File: config.mk
export PLATFORM = sky130hd
export DESIGN_NAME = csv_record_deframer_flat
export DESIGN_NICKNAME = d
export VERILOG_FILES = /design/src/sv/csvrd_pkg.sv /design/src/sv/csvrd_if.sv /design/src/sv/csv_record_deframer.sv /design/src/sv/csvrd_front.sv /design/src/sv/csvrd_queue.sv /design/src/sv/csvrd_back.sv /design/src/flat_wrapper.sv
export SDC_FILE = /design/constraint.sdc
export NUM_CORES = 1
export LEC_CHECK = 0
export ABC_AREA = 1
export BUFFER_PORTS_ARGS = -buffer_cell sky130_fd_sc_hd__clkbuf_2
export CAP_MARGIN = 30
export CELL_PAD_IN_SITES_DETAIL_PLACEMENT = 1
export CELL_PAD_IN_SITES_GLOBAL_PLACEMENT = 1
export CORE_MARGIN = 5
export CORE_UTILIZATION = 50
export DETAILED_ROUTE_END_ITERATION = 8
export HOLD_SLACK_MARGIN = 0.02
export PLACE_DENSITY_LB_ADDON = 0.3
export SYNTH_ARGS = -nofsm -noshare
export SYNTH_HDL_FRONTEND = slang
export SYNTH_SLANG_ARGS = --single-unit
File: constraint.sdc
create_clock -name clock -period 7 [get_ports clock]
set_input_delay 0.7 -clock clock [delete_from_list [all_inputs] [get_ports clock]]
set_output_delay 0.7 -clock clock [all_outputs]
set_load 0.02 [all_outputs]
File: src/sv/csvrd_pkg.sv
// types and constants shared by the csv record deframer
package csvrd_pkg;

   localparam logic [7:0] CH_QUOTE = 8'h22;
   localparam logic [7:0] CH_COMMA = 8'h2C;
   localparam logic [7:0] CH_CR    = 8'h0D;
   localparam logic [7:0] CH_LF    = 8'h0A;

   localparam logic FUNC_DATA  = 1'b0;
   localparam logic FUNC_FLUSH = 1'b1;

   localparam int QUEUE_DEPTH = 4;

   typedef enum logic [1:0] {
      KIND_BYTE       = 2'd0,
      KIND_FIELD_END  = 2'd1,
      KIND_RECORD_END = 2'd2
   } kind_type;

   typedef struct packed {
      kind_type   kind;
      logic [7:0] out_byte;
      logic       is_header;
      logic       last_of_run;
   } result_type;

   // results of one input beat: the first is always present
   typedef struct packed {
      logic       second_valid;
      result_type first;
      result_type second;
   } pair_type;

endpackage

File: src/sv/csvrd_if.sv
// valid/ready channel interfaces for the request and response sides
interface csvrd_req_if;
   logic       valid;
   logic       ready;
   logic       func;
   logic [7:0] data_byte;

   modport source (output valid, output func, output data_byte, input ready);
   modport sink (input valid, input func, input data_byte, output ready);
endinterface

interface csvrd_rsp_if;
   logic       valid;
   logic       ready;
   logic [1:0] kind;
   logic [7:0] out_byte;
   logic       is_header;
   logic       last_of_run;

   modport source (output valid, output kind, output out_byte, output is_header,
                   output last_of_run, input ready);
   modport sink (input valid, input kind, input out_byte, input is_header,
                 input last_of_run, output ready);
endinterface

File: src/sv/csv_record_deframer.sv
// csv record deframer top level: front end, pair queue and back end
// accepts one input beat per cycle while the pair queue has room; each beat gives zero,
// one or two response beats, shown through the pair queue and then the output register
// throughput: one response beat per cycle from the output register while rsp_ch is ready,
//   so beats with two results take two response beats; a four-entry pair queue absorbs bursts
// reset clears the line state, sets the header flag and empties queue and output register
module csv_record_deframer (
   input  logic       clock,
   input  logic       reset,
   csvrd_req_if.sink  req_ch,
   csvrd_rsp_if.source rsp_ch
);
   import csvrd_pkg::*;

   logic     push_valid;
   logic     push_ready;
   pair_type push_pair;
   logic     pop_valid;
   logic     pop_ready;
   pair_type pop_pair;

   csvrd_front u_front (
      .clock      (clock),
      .reset      (reset),
      .req_ch     (req_ch),
      .push_valid (push_valid),
      .push_pair  (push_pair),
      .push_ready (push_ready)
   );

   csvrd_queue u_queue (
      .clock      (clock),
      .reset      (reset),
      .push_valid (push_valid),
      .push_pair  (push_pair),
      .push_ready (push_ready),
      .pop_valid  (pop_valid),
      .pop_pair   (pop_pair),
      .pop_ready  (pop_ready)
   );

   csvrd_back u_back (
      .clock     (clock),
      .reset     (reset),
      .pop_valid (pop_valid),
      .pop_pair  (pop_pair),
      .pop_ready (pop_ready),
      .rsp_ch    (rsp_ch)
   );

endmodule

File: src/sv/csvrd_front.sv
// front end: takes input beats, tracks quoting and line state, builds result pairs
module csvrd_front (
   input  logic               clock,
   input  logic               reset,
   csvrd_req_if.sink          req_ch,
   output logic               push_valid,
   output csvrd_pkg::pair_type push_pair,
   input  logic               push_ready
);
   import csvrd_pkg::*;

   logic quoted_mode_ff, quoted_mode_in;
   logic quote_pending_ff, quote_pending_in;
   logic cr_held_ff, cr_held_in;
   logic line_started_ff, line_started_in;
   logic header_next_ff, header_next_in;

   logic       accept;
   logic       pre_valid;
   logic       main_valid;
   kind_type   main_kind;
   logic [7:0] main_byte;
   logic       done;
   logic [7:0] b;

   assign req_ch.ready = push_ready;
   assign accept       = req_ch.valid && push_ready;
   assign b            = req_ch.data_byte;

   always_comb begin
      quoted_mode_in   = quoted_mode_ff;
      quote_pending_in = quote_pending_ff;
      cr_held_in       = cr_held_ff;
      line_started_in  = line_started_ff;
      header_next_in   = header_next_ff;
      pre_valid        = 1'b0;
      main_valid       = 1'b0;
      main_kind        = KIND_BYTE;
      main_byte        = 8'd0;
      done             = 1'b0;
      if (req_ch.func == FUNC_FLUSH) begin
         if (line_started_ff) begin
            main_valid = 1'b1;
            main_kind  = KIND_RECORD_END;
         end
         quoted_mode_in   = 1'b0;
         quote_pending_in = 1'b0;
         cr_held_in       = 1'b0;
         line_started_in  = 1'b0;
         header_next_in   = 1'b1;
      end else if (b == CH_LF) begin
         if (line_started_ff) begin
            main_valid     = 1'b1;
            main_kind      = KIND_RECORD_END;
            header_next_in = 1'b0;
         end
         quoted_mode_in   = 1'b0;
         quote_pending_in = 1'b0;
         cr_held_in       = 1'b0;
         line_started_in  = 1'b0;
      end else begin
         // a held return that is not a line end becomes content
         if (cr_held_ff) begin
            pre_valid       = 1'b1;
            cr_held_in      = 1'b0;
            line_started_in = 1'b1;
         end
         if (quote_pending_ff) begin
            quote_pending_in = 1'b0;
            if (b == CH_QUOTE) begin
               main_valid = 1'b1;
               main_byte  = CH_QUOTE;
               done       = 1'b1;
            end else begin
               quoted_mode_in = 1'b0;
            end
         end
         if (!done) begin
            if (b == CH_CR) begin
               cr_held_in = 1'b1;
            end else begin
               line_started_in = 1'b1;
               if (quoted_mode_in) begin
                  if (b == CH_QUOTE) begin
                     quote_pending_in = 1'b1;
                  end else begin
                     main_valid = 1'b1;
                     main_byte  = b;
                  end
               end else if (b == CH_QUOTE) begin
                  quoted_mode_in = 1'b1;
               end else if (b == CH_COMMA) begin
                  main_valid = 1'b1;
                  main_kind  = KIND_FIELD_END;
               end else begin
                  main_valid = 1'b1;
                  main_byte  = b;
               end
            end
         end
      end
   end

   always_comb begin
      push_pair.second_valid       = pre_valid && main_valid;
      push_pair.first.is_header    = header_next_ff;
      push_pair.second.is_header   = header_next_ff;
      push_pair.first.last_of_run  = !(pre_valid && main_valid);
      push_pair.second.last_of_run = 1'b1;
      push_pair.second.kind        = main_kind;
      push_pair.second.out_byte    = main_byte;
      if (pre_valid) begin
         push_pair.first.kind     = KIND_BYTE;
         push_pair.first.out_byte = CH_CR;
      end else begin
         push_pair.first.kind     = main_kind;
         push_pair.first.out_byte = main_byte;
      end
   end

   assign push_valid = accept && (pre_valid || main_valid);

   always_ff @(posedge clock) begin
      if (reset) begin
         quoted_mode_ff   <= 1'b0;
         quote_pending_ff <= 1'b0;
         cr_held_ff       <= 1'b0;
         line_started_ff  <= 1'b0;
         header_next_ff   <= 1'b1;
      end else if (accept) begin
         quoted_mode_ff   <= quoted_mode_in;
         quote_pending_ff <= quote_pending_in;
         cr_held_ff       <= cr_held_in;
         line_started_ff  <= line_started_in;
         header_next_ff   <= header_next_in;
      end
   end

   a_pending_only_quoted: assert property (@(posedge clock) disable iff (reset)
      quote_pending_ff |-> quoted_mode_ff)
      else $error("quote pending outside quoted mode");

   a_cr_starts_nothing: assert property (@(posedge clock) disable iff (reset)
      cr_held_ff |-> !quote_pending_ff)
      else $error("return held while a quote is pending");

endmodule

File: src/sv/csvrd_queue.sv
// short queue of result pairs between front and back
module csvrd_queue (
   input  logic                clock,
   input  logic                reset,
   input  logic                push_valid,
   input  csvrd_pkg::pair_type push_pair,
   output logic                push_ready,
   output logic                pop_valid,
   output csvrd_pkg::pair_type pop_pair,
   input  logic                pop_ready
);
   import csvrd_pkg::*;

   localparam int PtrWidth = $clog2(QUEUE_DEPTH);
   localparam int CntWidth = $clog2(QUEUE_DEPTH + 1);
   localparam logic [CntWidth-1:0] FullCount = CntWidth'(QUEUE_DEPTH);

   pair_type              entry_ff [QUEUE_DEPTH];
   logic [PtrWidth-1:0]   wr_ptr_ff, wr_ptr_in;
   logic [PtrWidth-1:0]   rd_ptr_ff, rd_ptr_in;
   logic [CntWidth-1:0]   count_ff, count_in;
   logic                  do_push;
   logic                  do_pop;

   assign push_ready = (count_ff != FullCount);
   assign pop_valid  = (count_ff != '0);
   assign pop_pair   = entry_ff[rd_ptr_ff];
   assign do_push    = push_valid && push_ready;
   assign do_pop     = pop_valid && pop_ready;

   always_comb begin
      wr_ptr_in = wr_ptr_ff;
      rd_ptr_in = rd_ptr_ff;
      count_in  = count_ff;
      if (do_push) begin
         wr_ptr_in = (wr_ptr_ff == PtrWidth'(QUEUE_DEPTH - 1)) ? '0 : wr_ptr_ff + 1'b1;
      end
      if (do_pop) begin
         rd_ptr_in = (rd_ptr_ff == PtrWidth'(QUEUE_DEPTH - 1)) ? '0 : rd_ptr_ff + 1'b1;
      end
      if (do_push && !do_pop) begin
         count_in = count_ff + 1'b1;
      end else if (do_pop && !do_push) begin
         count_in = count_ff - 1'b1;
      end
   end

   always_ff @(posedge clock) begin
      if (reset) begin
         wr_ptr_ff <= '0;
         rd_ptr_ff <= '0;
         count_ff  <= '0;
      end else begin
         wr_ptr_ff <= wr_ptr_in;
         rd_ptr_ff <= rd_ptr_in;
         count_ff  <= count_in;
      end
   end

   always_ff @(posedge clock) begin
      if (do_push) begin
         entry_ff[wr_ptr_ff] <= push_pair;
      end
   end

   a_count_bound: assert property (@(posedge clock) disable iff (reset)
      count_ff <= FullCount)
      else $error("queue fill count beyond depth");

   a_no_push_when_full: assert property (@(posedge clock) disable iff (reset)
      push_valid |-> push_ready)
      else $error("front pushed into a full queue");

endmodule

File: src/sv/csvrd_back.sv
// back end: unpacks result pairs into single response beats through an output register
module csvrd_back (
   input  logic                clock,
   input  logic                reset,
   input  logic                pop_valid,
   input  csvrd_pkg::pair_type pop_pair,
   output logic                pop_ready,
   csvrd_rsp_if.source         rsp_ch
);
   import csvrd_pkg::*;

   logic       sel_ff, sel_in;
   logic       rsp_valid_ff, rsp_valid_in;
   result_type rsp_data_ff, rsp_data_in;
   logic       load;

   assign load      = pop_valid && (!rsp_valid_ff || rsp_ch.ready);
   assign pop_ready = load && (sel_ff || !pop_pair.second_valid);

   always_comb begin
      sel_in       = sel_ff;
      rsp_data_in  = rsp_data_ff;
      rsp_valid_in = rsp_valid_ff && !rsp_ch.ready;
      if (load) begin
         rsp_valid_in = 1'b1;
         rsp_data_in  = sel_ff ? pop_pair.second : pop_pair.first;
         sel_in       = !sel_ff && pop_pair.second_valid;
      end
   end

   always_ff @(posedge clock) begin
      if (reset) begin
         sel_ff       <= 1'b0;
         rsp_valid_ff <= 1'b0;
      end else begin
         sel_ff       <= sel_in;
         rsp_valid_ff <= rsp_valid_in;
      end
      rsp_data_ff <= rsp_data_in;
   end

   assign rsp_ch.valid       = rsp_valid_ff;
   assign rsp_ch.kind        = rsp_data_ff.kind;
   assign rsp_ch.out_byte    = rsp_data_ff.out_byte;
   assign rsp_ch.is_header   = rsp_data_ff.is_header;
   assign rsp_ch.last_of_run = rsp_data_ff.last_of_run;

   a_second_half_waits: assert property (@(posedge clock) disable iff (reset)
      sel_ff |-> (pop_valid && pop_pair.second_valid))
      else $error("second result selected but no pair waiting");

   a_first_of_two_marks_sel: assert property (@(posedge clock) disable iff (reset)
      (rsp_valid_ff && !rsp_data_ff.last_of_run) |-> sel_ff)
      else $error("first of a pair shown without its second pending");

endmodule

File: src/flat_wrapper.sv
// flat-port wrapper written by rule: the top's interface ports become plain ports
module csv_record_deframer_flat import csvrd_pkg::*;
  (clock, reset, req_ch_valid, req_ch_func, req_ch_data_byte, req_ch_ready, rsp_ch_valid, rsp_ch_kind, rsp_ch_out_byte, rsp_ch_is_header, rsp_ch_last_of_run, rsp_ch_ready);
  csvrd_req_if req_ch_i ();
  csvrd_rsp_if rsp_ch_i ();
  input  logic clock;
  input  logic reset;
  input wire logic [$bits(req_ch_i.valid)-1:0] req_ch_valid;
  input wire logic [$bits(req_ch_i.func)-1:0] req_ch_func;
  input wire logic [$bits(req_ch_i.data_byte)-1:0] req_ch_data_byte;
  output wire logic [$bits(req_ch_i.ready)-1:0] req_ch_ready;
  output wire logic [$bits(rsp_ch_i.valid)-1:0] rsp_ch_valid;
  output wire logic [$bits(rsp_ch_i.kind)-1:0] rsp_ch_kind;
  output wire logic [$bits(rsp_ch_i.out_byte)-1:0] rsp_ch_out_byte;
  output wire logic [$bits(rsp_ch_i.is_header)-1:0] rsp_ch_is_header;
  output wire logic [$bits(rsp_ch_i.last_of_run)-1:0] rsp_ch_last_of_run;
  input wire logic [$bits(rsp_ch_i.ready)-1:0] rsp_ch_ready;
  assign req_ch_i.valid = req_ch_valid;
  assign req_ch_i.func = req_ch_func;
  assign req_ch_i.data_byte = req_ch_data_byte;
  assign req_ch_ready = req_ch_i.ready;
  assign rsp_ch_valid = rsp_ch_i.valid;
  assign rsp_ch_kind = rsp_ch_i.kind;
  assign rsp_ch_out_byte = rsp_ch_i.out_byte;
  assign rsp_ch_is_header = rsp_ch_i.is_header;
  assign rsp_ch_last_of_run = rsp_ch_i.last_of_run;
  assign rsp_ch_i.ready = rsp_ch_ready;
  csv_record_deframer u_core (.clock(clock), .reset(reset), .req_ch(req_ch_i), .rsp_ch(rsp_ch_i));
endmodule
==> flow_metrics.env <==
export IMPL_outcome="completed"
export IMPL_max_slew_margin_rel_pct=42.3
export IMPL_io_pins=27
export IMPL_h_tree_depth=4
export IMPL_fp_dieArea_um2=12000
export IMPL_ys_ff_latch=120
export IMPL_synth_area_um2=4970
export IMPL_finalMaxSlewViolations=0
export IMPL_viasPerCell=5.59
export IMPL_ys_top_cells_by_area="edfxtp_1, nor2_1, dfxtp_1, o21ai_0, inv_1"
export IMPL_crit_path_end_kind="flip-flop"
export IMPL_fmax_mhz=355
export IMPL_fp_coreArea_um2=9730
export IMPL_yosys_area_top_type="edfxtp_1"
export IMPL_die_w_um=110
export IMPL_critPathMaxFanout=47
export IMPL_final_area_um2=5820
export IMPL_routedWlPerCell_um=20.7
export IMPL_synth_edff_count=104
export IMPL_drc_errors=0
export IMPL_yosysMostFrequentCell="nor2_1"
export IMPL_initial_core_util_pct=51.1
export IMPL_dpl_cell_area_um2=5250
export IMPL_vias=3470
export IMPL_first_global_vias=3742
export IMPL_hp_class="in -> reg"
export IMPL_grtUsageTotal_pct=23.7
export IMPL_critPathKind="reg -> reg"
export IMPL_crit_arrival_ns=3.23
export IMPL_powerDensity_nw_per_um2=414
export IMPL_yosys_most_used_dff="edfxtp_1"
export IMPL_hold_buffers=0
export IMPL_worstPathRequired_ns=7.42
export IMPL_yosysWarningCount=0
export IMPL_async_reset_ff_share_pct=0
export IMPL_num_antenna_cells=0
export IMPL_setup_viol=0
export IMPL_dp_cells=589
export IMPL_dp_hpwl_mm=7.23
export IMPL_cts_resized=0
export IMPL_layout_min_cycle_time_ns=2.82
export IMPL_fp_dieH_um=110
export IMPL_path_clk_slew_ns=0.06
export IMPL_seq_area_frac_synth_pct=69.3
export IMPL_synthToLayoutAreaGrowth_pct=17.1
export IMPL_cts_root_buf="clkbuf_8"
export IMPL_rsz0062_at_grt="no"
export IMPL_grt_pass1_wl_mm=20.3
export IMPL_finClkSkew_ns=0.0103
export IMPL_drtIter0Drc=241
export IMPL_clock_sinks=120
export IMPL_portBuffers=26
export IMPL_worstSetupStartpointType="flip-flop"
export IMPL_ant_nets=0
export IMPL_cts_tree="built"
export IMPL_leakagePower_nw=2.16
export IMPL_ys_top_cells_by_count="nor2_1, edfxtp_1, o21ai_0"
export IMPL_synth_distinct_cells=30
export IMPL_cts_made_buffers=17
export IMPL_drive_above_1_share_pct=18.0
export IMPL_gr_total_overflow=0
export IMPL_synth_nets=460
export IMPL_cap_violations=0
export IMPL_nNetsFinal=495
export IMPL_period_share_pct=40.3
export IMPL_netlist_instances=440
export IMPL_gp_congestion=0.814
export IMPL_tightest_slew_ns=0.865
export IMPL_clock_latency_ns=0.54
export IMPL_cts_setup_buffers=0
export IMPL_placementRows=36
export IMPL_antenna_found_initial=0
export IMPL_synth_top_cell_area_share_pct=62.8
export IMPL_first_pass_iters=5
export IMPL_wl_mm=12.9
export IMPL_grt_max_degree=48
export IMPL_power_w=0.00241
export IMPL_peakVddDrop_v=0.000151
export IMPL_finalHoldViolations=0
export IMPL_fin_cells=621
export IMPL_avgSynthCellArea_um2=11.3
export IMPL_clock_path_buffers=2
export IMPL_fin_setup_tns_ns=0
-- state kept, by name (all words and copies together), names as in the netlist, named ones only --
register,cells
u_core.u_queue.wr_ptr_ff,2
u_core.u_back.rsp_ch.last_of_run,1
u_core.u_queue.rd_ptr_ff,2
u_core.u_front.quote_pending_ff,1
u_core.u_back.sel_ff,1
u_core.u_front.header_next_ff,1
u_core.u_front.cr_held_ff,1
u_core.u_back.rsp_ch.out_byte,8
u_core.u_back.rsp_ch.valid,1
u_core.u_front.quoted_mode_ff,1
u_core.u_front.line_started_ff,1
u_core.u_back.rsp_ch.is_header,1
u_core.u_queue.entry_ff,92
u_core.u_queue.count_ff,3
u_core.u_back.rsp_ch.kind,2
-- final cells by class --
type                       count  area (µm²)
sequential                   120        3440
timing repair buffer          34         190
inverter                      38         143
clock inverter                15         156
multi-input combinational    264        1310
fill                        1012        3910
clock buffer                  17         414
tap                          133         166
-- path summary, 6_finish.rpt --
check | startpoint | to | slack, ns | depth (start not counted)
worst max register to register | flip-flop | u_core.u_queue.count_ff[2] | 4.18 | 14
worst min-delay path | reset | u_core.u_front.cr_held_ff | 0.37 | 2
worst max-delay path | flip-flop | u_core.u_queue.count_ff[2] | 4.18 | 14
worst min register to register | u_core.u_front.quote_pending_ff | u_core.u_front.quote_pending_ff | 0.49 | 2
-- per-stage QoR --
| stage | hold WS (ns) | setup WS [ns] | utilization (%) |
|---|---|---|---|
| 4_1_cts | 0.368 | 4.19 | 59.8 |
| 2_1_floorplan | 0.451 | 4.15 | - |
| 5_1_grt | 0.379 | 3.92 | 59.8 |
| 3_5_place_dp | 0.493 | 4.15 | 53.9 |
| 6_report | 0.374 | 4.18 | 59.8 |
| 3_3_place_gp | 0.474 | 4.23 | 53.9 |
-- logic make-up after synthesis --
kind of cell	Yosys count	share of synthesized area (%)
AND/OR/NAND/NOR	166	14.1
flip-flops	120	69.3
AO/OA/AOI/OAI	90	9.89
buffers and inverters	56	4.66
adder cells (fa/ha/maj)	7	1.91
XOR/XNOR	1	0.176
-- per-layer routing --
metal  global-route usage [%]  vias to the layer above  part of all wire, %
met5                        0                        -                    0
li1                         -                     1599                    -
met4                     9.35                        0                  2.0
met1                     26.9                     1743                   39
met3                     6.81                       22                  5.4
met2                     42.0                      106                   53
-- critical path, cell delays in order (launching register included) --
cell	delay, ns
dfxtp_1	0.31
buf_4	0.27
clkinv_1	0.09
buf_4	0.40
nand2_1	0.12
nand3_1	0.10
nand3_1	0.11
nand2_1	0.18
ha_1	0.16
inv_1	0.06
fa_1	0.38
a21oi_1	0.14
o21ai_0	0.11
o21ai_0	0.16
a21oi_1	0.05
-- power breakdown --
group / internal, W / switching (W) / leakage [nW]
clock: 0.000505 / 0.000326 / 0.256
combinational: 0.000181 / 0.000455 / 0.818
sequential: 0.000902 / 0.0000407 / 1.09
total: 0.00159 / 0.000822 / 2.16
-- placed cells by master (no fill, tap or decap) --
master | netlist | routed
nor2_4 | 2 | 2
or2_2 | 1 | 1
nand2_2 | 7 | 7
nand3_2 | 1 | 1
ha_1 | 6 | 6
clkbuf_2 | 0 | 26
fa_1 | 1 | 1
nor2_2 | 1 | 5
dfxtp_1 | 16 | 16
clkinvlp_4 | 0 | 7
nand4_1 | 2 | 2
xor2_1 | 1 | 1
nor3_1 | 8 | 8
nand2_1 | 27 | 27
o22ai_1 | 11 | 11
and2_4 | 1 | 1
clkbuf_16 | 0 | 16
inv_2 | 6 | 6
clkinv_2 | 0 | 1
clkinv_1 | 1 | 2
o21ai_1 | 3 | 3
inv_1 | 31 | 31
clkbuf_8 | 0 | 1
nand3_1 | 11 | 11
a21oi_1 | 6 | 6
clkinv_4 | 0 | 4
o211a_1 | 1 | 1
nor2_1 | 105 | 101
bufinv_16 | 0 | 2
edfxtp_1 | 104 | 104
a31oi_1 | 10 | 10
o211ai_1 | 4 | 4
buf_4 | 2 | 8
o21ai_0 | 55 | 55
Power figures use the tool's default switching activity.
